## src/hw/rtl/pump_pressure_switch_dry_run_assert.svh

```systemverilog
// Assertion helpers for the pump pressure switch.
`ifndef PUMP_PRESSURE_SWITCH_DRY_RUN_ASSERT_SVH
`define PUMP_PRESSURE_SWITCH_DRY_RUN_ASSERT_SVH

// Same-cycle implication, disabled while reset is asserted.
`define PPS_ASSERT_NOW(label, clk, rst_n, ante, cons) \
    label: assert property (@(posedge clk) disable iff (!(rst_n)) (ante) |-> (cons)) \
        else $error("pump pressure switch check failed");

// Next-cycle implication, disabled while reset is asserted.
`define PPS_ASSERT_NEXT(label, clk, rst_n, ante, cons) \
    label: assert property (@(posedge clk) disable iff (!(rst_n)) (ante) |=> (cons)) \
        else $error("pump pressure switch check failed");

`endif

```

## src/hw/rtl/pps_pkg.sv

```systemverilog
`timescale 1ns / 1ps
`default_nettype none
package pps_pkg;

    localparam int unsigned SAMPLE_W  = 10;
    localparam int unsigned SUM_W     = 14;   // ten 10-bit samples
    localparam int unsigned PRESS_W   = 8;
    localparam int unsigned TICK_W    = 16;

    // sum / 50 == (sum * 10486) >> 19 for every sum up to 10230
    localparam int unsigned PRESS_SHIFT = 19;
    localparam logic [SUM_W-1:0] PRESS_RECIP = 14'd10486;

    localparam logic [TICK_W-1:0] RETRY_UNIT      = 16'd600;
    localparam logic [TICK_W-1:0] RETRY_RUN_TICKS = 16'd200;
    localparam logic [PRESS_W-1:0] PRESS_MAX      = 8'd204;

    // Configuration register map
    localparam int unsigned CFG_IDX_W  = 3;
    localparam int unsigned CFG_DATA_W = 6;
    localparam logic [CFG_IDX_W-1:0] CFG_HIGH_LEVEL   = 3'd0;
    localparam logic [CFG_IDX_W-1:0] CFG_LOW_LEVEL    = 3'd1;
    localparam logic [CFG_IDX_W-1:0] CFG_DRY_LEVEL    = 3'd2;
    localparam logic [CFG_IDX_W-1:0] CFG_RETRY_PERIOD = 3'd3;

    localparam logic [5:0] HIGH_LEVEL_RST   = 6'd28;
    localparam logic [4:0] LOW_LEVEL_RST    = 5'd18;
    localparam logic [3:0] DRY_LEVEL_RST    = 4'd4;
    localparam logic [4:0] RETRY_PERIOD_RST = 5'd4;

    typedef struct packed {
        logic [SAMPLE_W-1:0] sample_0;
        logic [SAMPLE_W-1:0] sample_1;
        logic [SAMPLE_W-1:0] sample_2;
        logic [SAMPLE_W-1:0] sample_3;
        logic [SAMPLE_W-1:0] sample_4;
        logic [SAMPLE_W-1:0] sample_5;
        logic [SAMPLE_W-1:0] sample_6;
        logic [SAMPLE_W-1:0] sample_7;
        logic [SAMPLE_W-1:0] sample_8;
        logic [SAMPLE_W-1:0] sample_9;
    } t_in;

    typedef struct packed {
        logic [PRESS_W-1:0] pressure;
        logic               pump_on;
        logic               dry_mode;
        logic               retry_active;
    } t_out;

    typedef struct packed {
        logic [5:0] high_level;
        logic [4:0] low_level;
        logic [3:0] dry_level;
        logic [4:0] retry_period;
    } t_cfg;

    typedef struct packed {
        logic pump_on;
        logic dry_mode;
        logic retry_active;
    } t_stat;

endpackage
`default_nettype wire

```

## src/hw/rtl/pump_pressure_switch_dry_run.sv

```systemverilog
`timescale 1ns / 1ps
`default_nettype none
// Pump pressure switch with dry-run protection. Each input transaction is a
// burst of ten 10-bit converter samples; each one yields exactly one result
// transaction carrying the pressure (sum / 50, tenths of a bar), the pump
// drive, the dry-mode flag and the retry flag, in input order. A transaction
// reaches result valid through the input register, then the result
// register; throughput is one transaction per cycle while the output side
// does not stall. The whole step - adder tree, reciprocal multiply for the
// divide by 50, and the dry/retry/hysteresis update - is one combinational
// pass between those two registers, and the controller state advances on
// the same edge as the result register loads. Input stall only rises when
// both registers are full and the output is stalled. The configuration port
// is always ready; write it only while no transaction is in flight. Index 0
// high_level, 1 low_level, 2 dry_level, 3 retry_period; other indexes are
// dropped, and data is truncated to each register's width.
module pump_pressure_switch_dry_run
    import pps_pkg::*;
(
    input  var logic                 i_clk,
    input  var logic                 i_rst_n,
    // input channel
    input  var logic                 i_valid,
    input  var t_in                  i_data,
    output logic                     o_stall,
    // result channel
    output logic                     o_valid,
    output t_out                     o_data,
    input  var logic                 i_stall,
    // configuration writes
    input  var logic                 i_cfg_valid,
    input  var logic [CFG_IDX_W-1:0] i_cfg_index,
    input  var logic [CFG_DATA_W-1:0] i_cfg_data,
    output logic                     o_cfg_ready
);

`include "pump_pressure_switch_dry_run_assert.svh"

    // ---------------- configuration registers ----------------
    t_cfg r_cfg;

    assign o_cfg_ready = 1'b1;

    always_ff @(posedge i_clk) begin
        if (!i_rst_n) begin
            r_cfg.high_level   <= HIGH_LEVEL_RST;
            r_cfg.low_level    <= LOW_LEVEL_RST;
            r_cfg.dry_level    <= DRY_LEVEL_RST;
            r_cfg.retry_period <= RETRY_PERIOD_RST;
        end else if (i_cfg_valid && o_cfg_ready) begin
            case (i_cfg_index)
                CFG_HIGH_LEVEL:   r_cfg.high_level   <= i_cfg_data[5:0];
                CFG_LOW_LEVEL:    r_cfg.low_level    <= i_cfg_data[4:0];
                CFG_DRY_LEVEL:    r_cfg.dry_level    <= i_cfg_data[3:0];
                CFG_RETRY_PERIOD: r_cfg.retry_period <= i_cfg_data[4:0];
                default: begin
                end
            endcase
        end
    end

    // ---------------- pipeline control ----------------
    // advance: the result register is free, or its transaction leaves now
    logic r_in_valid;
    t_in  r_in;
    logic r_out_valid;
    t_out r_out;
    logic advance;
    logic in_accept;
    logic step;

    assign advance   = !r_out_valid || !i_stall;
    assign o_stall   = r_in_valid && !advance;
    assign in_accept = i_valid && !o_stall;
    assign step      = r_in_valid && advance;

    // input register (payload needs no reset)
    always_ff @(posedge i_clk) begin
        if (!i_rst_n) begin
            r_in_valid <= 1'b0;
        end else if (!o_stall) begin
            r_in_valid <= i_valid;
        end
    end

    always_ff @(posedge i_clk) begin
        if (in_accept) begin
            r_in <= i_data;
        end
    end

    // ---------------- datapath ----------------
    logic [PRESS_W-1:0] pressure;
    t_stat              stat;

    pps_avg u_avg (
        .i_samples  (r_in),
        .o_pressure (pressure)
    );

    // controller state commits only when its result is captured
    pps_ctrl u_ctrl (
        .i_clk      (i_clk),
        .i_rst_n    (i_rst_n),
        .i_en       (step),
        .i_pressure (pressure),
        .i_cfg      (r_cfg),
        .o_stat     (stat)
    );

    // ---------------- result register ----------------
    always_ff @(posedge i_clk) begin
        if (!i_rst_n) begin
            r_out_valid <= 1'b0;
        end else if (advance) begin
            r_out_valid <= r_in_valid;
        end
    end

    always_ff @(posedge i_clk) begin
        if (step) begin
            r_out.pressure     <= pressure;
            r_out.pump_on      <= stat.pump_on;
            r_out.dry_mode     <= stat.dry_mode;
            r_out.retry_active <= stat.retry_active;
        end
    end

    assign o_valid = r_out_valid;
    assign o_data  = r_out;

    // ---------------- checks ----------------
    // a held input transaction is not lost while the output is blocked
    `PPS_ASSERT_NEXT(a_in_held, i_clk, i_rst_n, r_in_valid && !advance, r_in_valid)
    // divide by 50 never exceeds the full-scale result
    `PPS_ASSERT_NOW(a_press_range, i_clk, i_rst_n, r_out_valid, r_out.pressure <= PRESS_MAX)
    // outside dry mode a pressure below the low level always runs the pump
    `PPS_ASSERT_NOW(a_low_runs, i_clk, i_rst_n,
        r_out_valid && !r_out.dry_mode
            && (r_out.pressure < PRESS_W'(r_cfg.low_level)),
        r_out.pump_on)

endmodule
`default_nettype wire

```

## src/hw/rtl/pps_avg.sv

```systemverilog
`timescale 1ns / 1ps
`default_nettype none
module pps_avg
    import pps_pkg::*;
(
    input  var t_in               i_samples,
    output logic [PRESS_W-1:0]    o_pressure
);

    logic [SUM_W-1:0]   sum;
    logic [2*SUM_W-1:0] prod;

    // adder tree over the ten samples
    always_comb begin
        sum = (SUM_W'(i_samples.sample_0) + SUM_W'(i_samples.sample_1))
            + (SUM_W'(i_samples.sample_2) + SUM_W'(i_samples.sample_3))
            + (SUM_W'(i_samples.sample_4) + SUM_W'(i_samples.sample_5))
            + (SUM_W'(i_samples.sample_6) + SUM_W'(i_samples.sample_7))
            + (SUM_W'(i_samples.sample_8) + SUM_W'(i_samples.sample_9));
        // divide by 50 through the reciprocal
        prod = (2*SUM_W)'(sum) * (2*SUM_W)'(PRESS_RECIP);
    end

    assign o_pressure = prod[PRESS_SHIFT +: PRESS_W];

endmodule
`default_nettype wire

```

## src/hw/rtl/pps_ctrl.sv

```systemverilog
`timescale 1ns / 1ps
`default_nettype none
module pps_ctrl
    import pps_pkg::*;
(
    input  var logic               i_clk,
    input  var logic               i_rst_n,
    input  var logic               i_en,
    input  var logic [PRESS_W-1:0] i_pressure,
    input  var t_cfg               i_cfg,
    output t_stat                  o_stat
);

    logic              r_drive;
    logic              r_dry;
    logic              r_retry;
    logic [TICK_W-1:0] r_ticks;

    logic              n_drive;
    logic              n_dry;
    logic              n_retry;
    logic [TICK_W-1:0] n_ticks;

    logic [TICK_W-1:0] tick_inc;
    logic [TICK_W-1:0] retry_limit;
    logic [PRESS_W-1:0] dry_lvl;

    always_comb begin
        dry_lvl     = PRESS_W'(i_cfg.dry_level);
        retry_limit = TICK_W'(i_cfg.retry_period) * RETRY_UNIT;
        tick_inc    = r_ticks + TICK_W'(1);

        n_drive = r_drive;
        n_dry   = r_dry;
        n_retry = r_retry;
        n_ticks = r_ticks;

        // dry detection; equal to the level keeps the flag
        if ((i_pressure < dry_lvl) && !r_dry) begin
            n_dry   = 1'b1;
            n_drive = 1'b0;
        end
        if (i_pressure > dry_lvl) begin
            n_dry = 1'b0;
        end

        // retry cycle, only advances while dry
        if (n_dry) begin
            n_ticks = tick_inc;
            if ((tick_inc > retry_limit) && !r_retry) begin
                n_drive = 1'b1;
                n_retry = 1'b1;
                n_ticks = '0;
            end else if ((tick_inc > RETRY_RUN_TICKS) && r_retry) begin
                n_drive = 1'b0;
                n_retry = 1'b0;
                n_ticks = '0;
            end
        end else begin
            // hysteresis, switch-on test first
            if (i_pressure < PRESS_W'(i_cfg.low_level)) begin
                n_drive = 1'b1;
            end else if (i_pressure > PRESS_W'(i_cfg.high_level)) begin
                n_drive = 1'b0;
            end
        end
    end

    always_ff @(posedge i_clk) begin
        if (!i_rst_n) begin
            r_drive <= 1'b0;
            r_dry   <= 1'b0;
            r_retry <= 1'b0;
            r_ticks <= '0;
        end else if (i_en) begin
            r_drive <= n_drive;
            r_dry   <= n_dry;
            r_retry <= n_retry;
            r_ticks <= n_ticks;
        end
    end

    assign o_stat.pump_on      = n_drive;
    assign o_stat.dry_mode     = n_dry;
    assign o_stat.retry_active = n_retry;

endmodule
`default_nettype wire

```

## config.mk

```make
export PLATFORM = sky130hd
export DESIGN_NAME = pump_pressure_switch_dry_run
export DESIGN_NICKNAME = d
export VERILOG_FILES = /design/src/hw/rtl/pps_pkg.sv /design/src/hw/rtl/pump_pressure_switch_dry_run.sv /design/src/hw/rtl/pps_avg.sv /design/src/hw/rtl/pps_ctrl.sv
export VERILOG_INCLUDE_DIRS = /design/src /design/src/hw/rtl
export SDC_FILE = /design/constraint.sdc
export NUM_CORES = 1
export LEC_CHECK = 0
export BUFFER_PORTS_ARGS = -buffer_cell sky130_fd_sc_hd__buf_4
export CAP_MARGIN = 20
export CORE_UTILIZATION = 41
export CTS_CLUSTER_DIAMETER = 120
export DETAILED_ROUTE_END_ITERATION = 10
export PLACE_DENSITY = 0.71
export SETUP_SLACK_MARGIN = 0.1
export SYNTH_ARGS = -nofsm -noshare
export SYNTH_HDL_FRONTEND = slang
export SYNTH_SLANG_ARGS = --single-unit
```

## constraint.sdc

```tcl
create_clock -name i_clk -period 15.3 [get_ports i_clk]
set_input_delay 2.295 -clock i_clk [delete_from_list [all_inputs] [get_ports i_clk]]
set_output_delay 2.295 -clock i_clk [all_outputs]
set_load 0.01 [all_outputs]
```

==> results of run 1 <==
[critical path, delay by kind of cell, from the launching register on]
kind	cells	cell delay, ps
AO/OA/AOI/OAI	18	3470
XOR/XNOR	3	1400
adder cells (fa/ha/maj)	12	5170
buffers and inverters	4	380
flip-flops	1	370
AND/OR/NAND/NOR	8	1360
[path summary, 6_finish.rpt]
| kind | startpoint | endpoint | slack, ps | cells past startpoint |
|---|---|---|---|---|
| worst max-delay path | r_in[40]$_DFFE_PP_ | u_ctrl.r_ticks[0]$_SDFFE_PN0P_ | 3060 | 45 |
| worst max register to register | r_in[40]$_DFFE_PP_ | u_ctrl.r_ticks[0]$_SDFFE_PN0P_ | 3060 | 45 |
| worst min-delay path | u_ctrl.r_dry$_SDFFE_PN0P_ | u_ctrl.r_dry$_SDFFE_PN0P_ | 490 | 2 |
| worst min register to register | u_ctrl.r_dry$_SDFFE_PN0P_ | u_ctrl.r_dry$_SDFFE_PN0P_ | 490 | 2 |
[kinds of logic after synthesis]
family	Yosys count	share of synthesized area (%)
compound gates	238	11.8
mux	11	0.931
simple gates	220	9.13
fa+ha+maj	304	34.5
xor+xnor	79	5.25
flops	152	31.5
other cells	1	0.0285
buf+inv	235	6.84
[state kept, by name, indices dropped and copies added (netlist names)]
register	flops
u_ctrl.r_drive	1
o_valid	1
u_ctrl.r_dry	1
r_cfg	20
o_data	11
u_ctrl.r_retry	1
u_ctrl.r_ticks	16
r_in_valid	1
r_in	100
[layout make-up]
type	count	area share, %
multi-input combinational	853	53.7
clock inverter	14	0.950
sequential	152	27.4
inverter	213	5.28
timing repair buffer	130	6.45
clock buffer	18	2.83
tap	402	3.32
[through the flow]
stage / instance area, sq um / hold WS, ps / instances
after floorplan: 13200 / 448 / 1240
after global placement: 14600 / 482 / 1750
after detailed placement: 14600 / 479 / 1750
after CTS: 15100 / 490 / 1782
after global routing: 15100 / 530 / 1782
final: 15100 / 491 / 1782
[synthesized netlist by cell type, types with 2 or more instances]
master                     count  area, sq um
sky130_fd_sc_hd__xnor2_1      55          482
sky130_fd_sc_hd__o21ai_0      24          120
sky130_fd_sc_hd__a31o_1       10         87.6
sky130_fd_sc_hd__o22ai_1       8         50.1
sky130_fd_sc_hd__nand4_1      10         62.6
sky130_fd_sc_hd__o211ai_1     14          105
sky130_fd_sc_hd__fa_1         98         1960
sky130_fd_sc_hd__mux2i_1      10          100
sky130_fd_sc_hd__buf_2         9         45.0
sky130_fd_sc_hd__buf_4         2         15.0
sky130_fd_sc_hd__a211o_1       2         17.5
sky130_fd_sc_hd__nor4b_1       2         17.5
sky130_fd_sc_hd__nand3_1      17         85.1
sky130_fd_sc_hd__a21oi_1      87          435
sky130_fd_sc_hd__o31ai_1       6         45.0
sky130_fd_sc_hd__o21ai_1       4         20.0
sky130_fd_sc_hd__edfxtp_1    111         3330
sky130_fd_sc_hd__nor4_1        4         25.0
sky130_fd_sc_hd__a21boi_1      4         30.0
sky130_fd_sc_hd__nand2b_1      9         56.3
sky130_fd_sc_hd__xor2_1       24          210
sky130_fd_sc_hd__and4_1        5         43.8
sky130_fd_sc_hd__nand2_1      56          210
sky130_fd_sc_hd__nor2_1       29          109
sky130_fd_sc_hd__nand4b_1      4         35.0
sky130_fd_sc_hd__nor2b_1      30          188
sky130_fd_sc_hd__a31oi_1       5         31.3
sky130_fd_sc_hd__and3_1       19          119
sky130_fd_sc_hd__clkbuf_1     10         37.5
sky130_fd_sc_hd__a211oi_1      3         22.5
sky130_fd_sc_hd__o21bai_1     21          158
sky130_fd_sc_hd__nor3b_1       2         15.0
sky130_fd_sc_hd__ha_1        206         2580
sky130_fd_sc_hd__or2_2         2         12.5
sky130_fd_sc_hd__a21o_1       25          188
sky130_fd_sc_hd__or3_1         5         31.3
sky130_fd_sc_hd__dfxtp_1      41          821
sky130_fd_sc_hd__o21a_1       10         75.1
sky130_fd_sc_hd__a21boi_0      2         15.0
sky130_fd_sc_hd__nor4bb_1      2         20.0
sky130_fd_sc_hd__inv_1       213          800
sky130_fd_sc_hd__or3b_1        2         17.5
sky130_fd_sc_hd__nor3_1       10         50.1
sky130_fd_sc_hd__and2_1        6         37.5
[metal layers]
layer  vias to the layer above  global-route usage (%)  wire length [um]
li1                       4527                       -                 -
met1                      4382                    22.5             12400
met2                       176                    28.5             13200
met3                        16                    2.78               835
met4                         0                    3.76               227
met5                         -                       0                 0
==> flow_summary.json, run 1 <==
{
  "area_growth_pct": 14.9,
  "synth_cell_types": 66,
  "design.portCount": 128,
  "signal_arrival_time_at_the_worst_endpoint_ps": 12600,
  "setup_slack_at_placement_ps": 3120,
  "crit_fanout": 25,
  "insertedDiodeCount": 0,
  "cts.path.max_buffers": 2,
  "fill_cells": 2830,
  "synth_area_per_cell_sq_um": 10.6,
  "number_of_antenna_violations_at_the_first_check_in_global_routing": 0,
  "drt-initial-drc-count": 481,
  "die_area_sq_um": 32900,
  "timing.critical_path.required_ps": 15660,
  "end_kind": "register",
  "multiInputGateArea_sq_um": 8130,
  "slew_viol_final": 0,
  "synth_area_sq_um": 13200,
  "remaining_drc_errors": 0,
  "layout_setup_ws_ps": 3060,
  "max_freq_ghz": 0.0817,
  "mostFrequentLayoutCells": "213 x sky130_fd_sc_hd__inv_1, 206 x sky130_fd_sc_hd__ha_1, 130 x sky130_fd_sc_hd__buf_4, 111 x sky130_fd_sc_hd__edfxtp_1, 98 x sky130_fd_sc_hd__fa_1",
  "run_status": "complete, no violations",
  "largest_stage_delay_worst_path_ps": 760,
  "hold_class": "register to register",
  "drive_above_1_share_pct": 12.8,
  "setup-violations-final": 0,
  "timing.setup.tns_ps": 0,
  "crit_top_cell": "sky130_fd_sc_hd__fa_1",
  "post_drt_wl_per_cell_um": 15.0,
  "num-nets-final": 1785,
  "finalHoldViolations": 0,
  "ys.flop_type": "sky130_fd_sc_hd__edfxtp_1",
  "syn_inst": 1240,
  "first_global_vias": 9137,
  "synth-seq-cells": 152,
  "post_cts_repair_timing_setup_buffer_count": 0,
  "globalRouteOverflowTotal": 0,
  "fin_util_pct": 48.0,
  "num_vias": 9101,
  "synth_enable_flop_cells": 111,
  "yosysSeqAreaShare_pct": 31.5,
  "htreeDepth": 4,
  "track_usage_pct": 16.8,
  "clkSlewWorstSetupHoldPaths_ps": 70,
  "final-seq-area_sq_um": 4150,
  "ys_async_sr_fraction_pct": 0,
  "grt_first_pass_wirelength_mm": 44.1,
  "rsz0062_at_grt": "no",
  "finalCritPeriodShare_pct": 80.0,
  "worstSetupPathType": "register to register",
  "hold_buffers_post_cts": 0,
  "critical_path.slowest_cell": "sky130_fd_sc_hd__xnor2_1",
  "die_x_um": 181,
  "worstMarginPinSlew_ps": 1020,
  "fp.coreArea_sq_um": 31600,
  "grt_start_max_net_pins": 60,
  "number_of_port_buffers": 126,
  "hpwl_after_detailed_placement_mm": 22.0,
  "slew_headroom_pct": 31.9,
  "synthesized_netlist_net_count": 1658,
  "max_cap_violations": 0,
  "ys_warn_count": 0,
  "cts_inserted_buffers": 17,
  "postRouteAntennaNets": 0,
  "avg_vias_per_cell": 5.11,
  "cts_tree": "done",
  "clkLatencyLatePin_ps": 440,
  "route.final.wire_length_mm": 26.7,
  "initial_utilization_pct": 41.7,
  "drt_pre_antenna_iters": 5,
  "setup.worst_path.start_class": "register",
  "clockRootBuffer": "sky130_fd_sc_hd__clkbuf_16",
  "worst_clock_skew_ps": 10.5,
  "routabilityCongestion": 0.871,
  "final_common_cell": "sky130_fd_sc_hd__inv_1",
  "post_cts_resized": 0,
  "row_count": 65,
  "clock_sink_count": 152,
  "die_h_um": 181,
  "finalWorstPathRequiredPeriod_ps": 12240
}
Power of run 1 is not shown: default switching activity piles up to over one toggle a cycle in this logic, so the estimate is an artifact.
==> run 2: changes to the inputs <==
--- a/config.mk
+++ b/config.mk
@@ -11,7 +11,7 @@
 export CORE_UTILIZATION = 41
 export CTS_CLUSTER_DIAMETER = 120
 export DETAILED_ROUTE_END_ITERATION = 10
-export PLACE_DENSITY = 0.71
+export PLACE_DENSITY = 0.73
 export SETUP_SLACK_MARGIN = 0.1
 export SYNTH_ARGS = -nofsm -noshare
 export SYNTH_HDL_FRONTEND = slang
==> constraint.sdc (replaced) <==
create_clock -name i_clk -period 10.5 [get_ports i_clk]
set_input_delay 1.575 -clock i_clk [delete_from_list [all_inputs] [get_ports i_clk]]
set_output_delay 1.575 -clock i_clk [all_outputs]
set_load 0.01 [all_outputs]
==> run 2 against run 1 <==
Net effect:
- the flow now finishes with violations (setup timing)
- first-iteration DRC count decreased by 16%
- die area stayed put
- hold slack gained 18 ps
- setup slack worse by 3300 ps
- utilization up 4.9 points
- sequential share of layout area down 2.6 points
- register-to-register slack worse by 3300 ps
- via count increased by 4.9%
- clock-buffer cell count fell by 1
- highest routed layer unchanged
==> flow_summary.json, run 2 (synthesis results as in run 1) <==
{
  "run_status": "complete, but fails checks",
  "failed_checks": "setup timing",
  "drt-initial-drc-count": 405,
  "finalCritPeriodShare_pct": 102,
  "rsz0062_at_grt": "yes",
  "row_count": 65,
  "clock_sink_count": 152,
  "number_of_antenna_violations_at_the_first_check_in_global_routing": 0,
  "number_of_port_buffers": 126,
  "drt_pre_antenna_iters": 5,
  "layout_top_registers": "r_in (100), r_cfg (20), u_ctrl.r_ticks (16)",
  "gr-usage-met1_pct": 22.3,
  "first_global_vias": 9784,
  "final-seq-area_sq_um": 4150,
  "clockRootBuffer": "sky130_fd_sc_hd__clkbuf_16",
  "post_drt_wl_per_cell_um": 15.1,
  "drive_above_1_share_pct": 25.4,
  "signal_arrival_time_at_the_worst_endpoint_ps": 11050,
  "largest_register_ff_count": 100,
  "cts.path.max_buffers": 2,
  "routabilityCongestion": 0.892,
  "clkLatencyLatePin_ps": 440,
  "postRouteAntennaNets": 0,
  "grt_start_max_net_pins": 75,
  "stdcell_area_sq_um": 16700,
  "die_x_um": 181,
  "globalRouteOverflowTotal": 0,
  "crit_top_cell": "sky130_fd_sc_hd__fa_1",
  "fp.coreArea_sq_um": 31600,
  "area_growth_pct": 26.7,
  "fill_cells": 2709,
  "worstMarginPinSlew_ps": 993,
  "end_kind": "register",
  "num-nets-final": 1888,
  "grt_first_pass_wirelength_mm": 45.9,
  "num_vias": 9551,
  "timing.critical_path.required_ps": 10830,
  "most_crowded_layer_gr": "met2",
  "largest_stage_delay_worst_path_ps": 550,
  "setup-violations-final": 21,
  "worst_path_dominant_cell_family": "adder cells",
  "cts_inserted_buffers": 17,
  "finalWorstPathRequiredPeriod_ps": 10720,
  "final_common_cell": "sky130_fd_sc_hd__buf_4",
  "layout_setup_ws_ps": -222,
  "number_of_buffers_and_inverters_on_the_critical_path": 6,
  "timing.setup.tns_ps": -2940,
  "htreeDepth": 4,
  "die_area_sq_um": 32900,
  "worstSetupPathType": "register to register",
  "setup.worst_path.start_class": "register",
  "critical_path.slowest_cell": "sky130_fd_sc_hd__fa_1",
  "finalHoldViolations": 0,
  "max_cap_violations": 0,
  "max_freq_ghz": 0.0933,
  "insertedDiodeCount": 0,
  "crit_fanout": 7,
  "initial_utilization_pct": 41.7,
  "design.portCount": 128,
  "track_usage_pct": 17.5,
  "multiInputGateArea_sq_um": 8800,
  "hpwl_after_detailed_placement_mm": 22.4,
  "slew_viol_final": 0,
  "avg_vias_per_cell": 5.07,
  "placed_cell_area_sq_um": 15400,
  "remaining_drc_errors": 0,
  "mostFrequentLayoutCells": "221 x sky130_fd_sc_hd__buf_4, 202 x sky130_fd_sc_hd__inv_1, 188 x sky130_fd_sc_hd__ha_1, 111 x sky130_fd_sc_hd__edfxtp_1, 93 x sky130_fd_sc_hd__fa_1",
  "route.final.wire_length_mm": 28.4,
  "die_h_um": 181,
  "gr-usage-met2_pct": 30.1,
  "global_route.usage.met3_pct": 2.80,
  "cts_tree": "done",
  "worst_clock_skew_ps": 16.5,
  "clkSlewWorstSetupHoldPaths_ps": 70,
  "registers.top_by_ff_count": "r_in",
  "slew_headroom_pct": 32.9,
  "hold_class": "register to register"
}
run 2: stage by stage:
step                util (%)  std cells  hold slack [ps]  setup slack (ps)
floorplan                  -       1240              448               108
global placement        48.7       1826              470             -48.1
detailed placement      48.7       1826              490              -248
CTS                     51.7       1873              497              -126
global route            52.9       1885              535              -603
finish                  52.9       1885              509              -222
run 2: repair_timing:
action,4_1_cts,5_1_grt
pin swaps,43,65
resized for setup,42,58
setup buffers,14,11
setup endpoints to repair,21,22
hold buffers,0,0
cloned,1,0
run 2: worst reg2reg max path, delay by kind of cell (launching register included):
kind	cells	cell delay (ps)
compound gates	19	3140
xor+xnor	3	600
fa+ha+maj	12	4810
buf+inv	6	520
flops	1	420
simple gates	8	1130
run 2: worst paths after layout:
path | from | endpoint | slack (ps) | depth (start not counted)
hold / removal | r_cfg[16]$_SDFFE_PN1P_ | r_cfg[16]$_SDFFE_PN1P_ | 510 | 2
setup reg to reg | r_in[40]$_DFFE_PP_ | u_ctrl.r_ticks[3]$_SDFFE_PN0P_ | -220 | 48
setup / recovery | r_in[40]$_DFFE_PP_ | u_ctrl.r_ticks[3]$_SDFFE_PN0P_ | -220 | 48
hold reg to reg | r_cfg[16]$_SDFFE_PN1P_ | r_cfg[16]$_SDFFE_PN1P_ | 510 | 2
run 2: cell type report:
cell class | count | share of cell area, %
Tap cell | 402 | 3.01
Clock inverter | 15 | 1.22
Clock buffer | 17 | 2.55
Timing Repair Buffer | 233 | 10.8
Sequential cell | 152 | 24.9
Multi-Input combinational cell | 853 | 52.7
Inverter | 213 | 4.79
run 2: layer usage:
metal | vias to the layer above | wire [um]
li1 | 4745 | -
met1 | 4579 | 12600
met2 | 184 | 14200
met3 | 43 | 908
met4 | 0 | 678
met5 | - | 0
Power of run 2 is left out for the same reason.
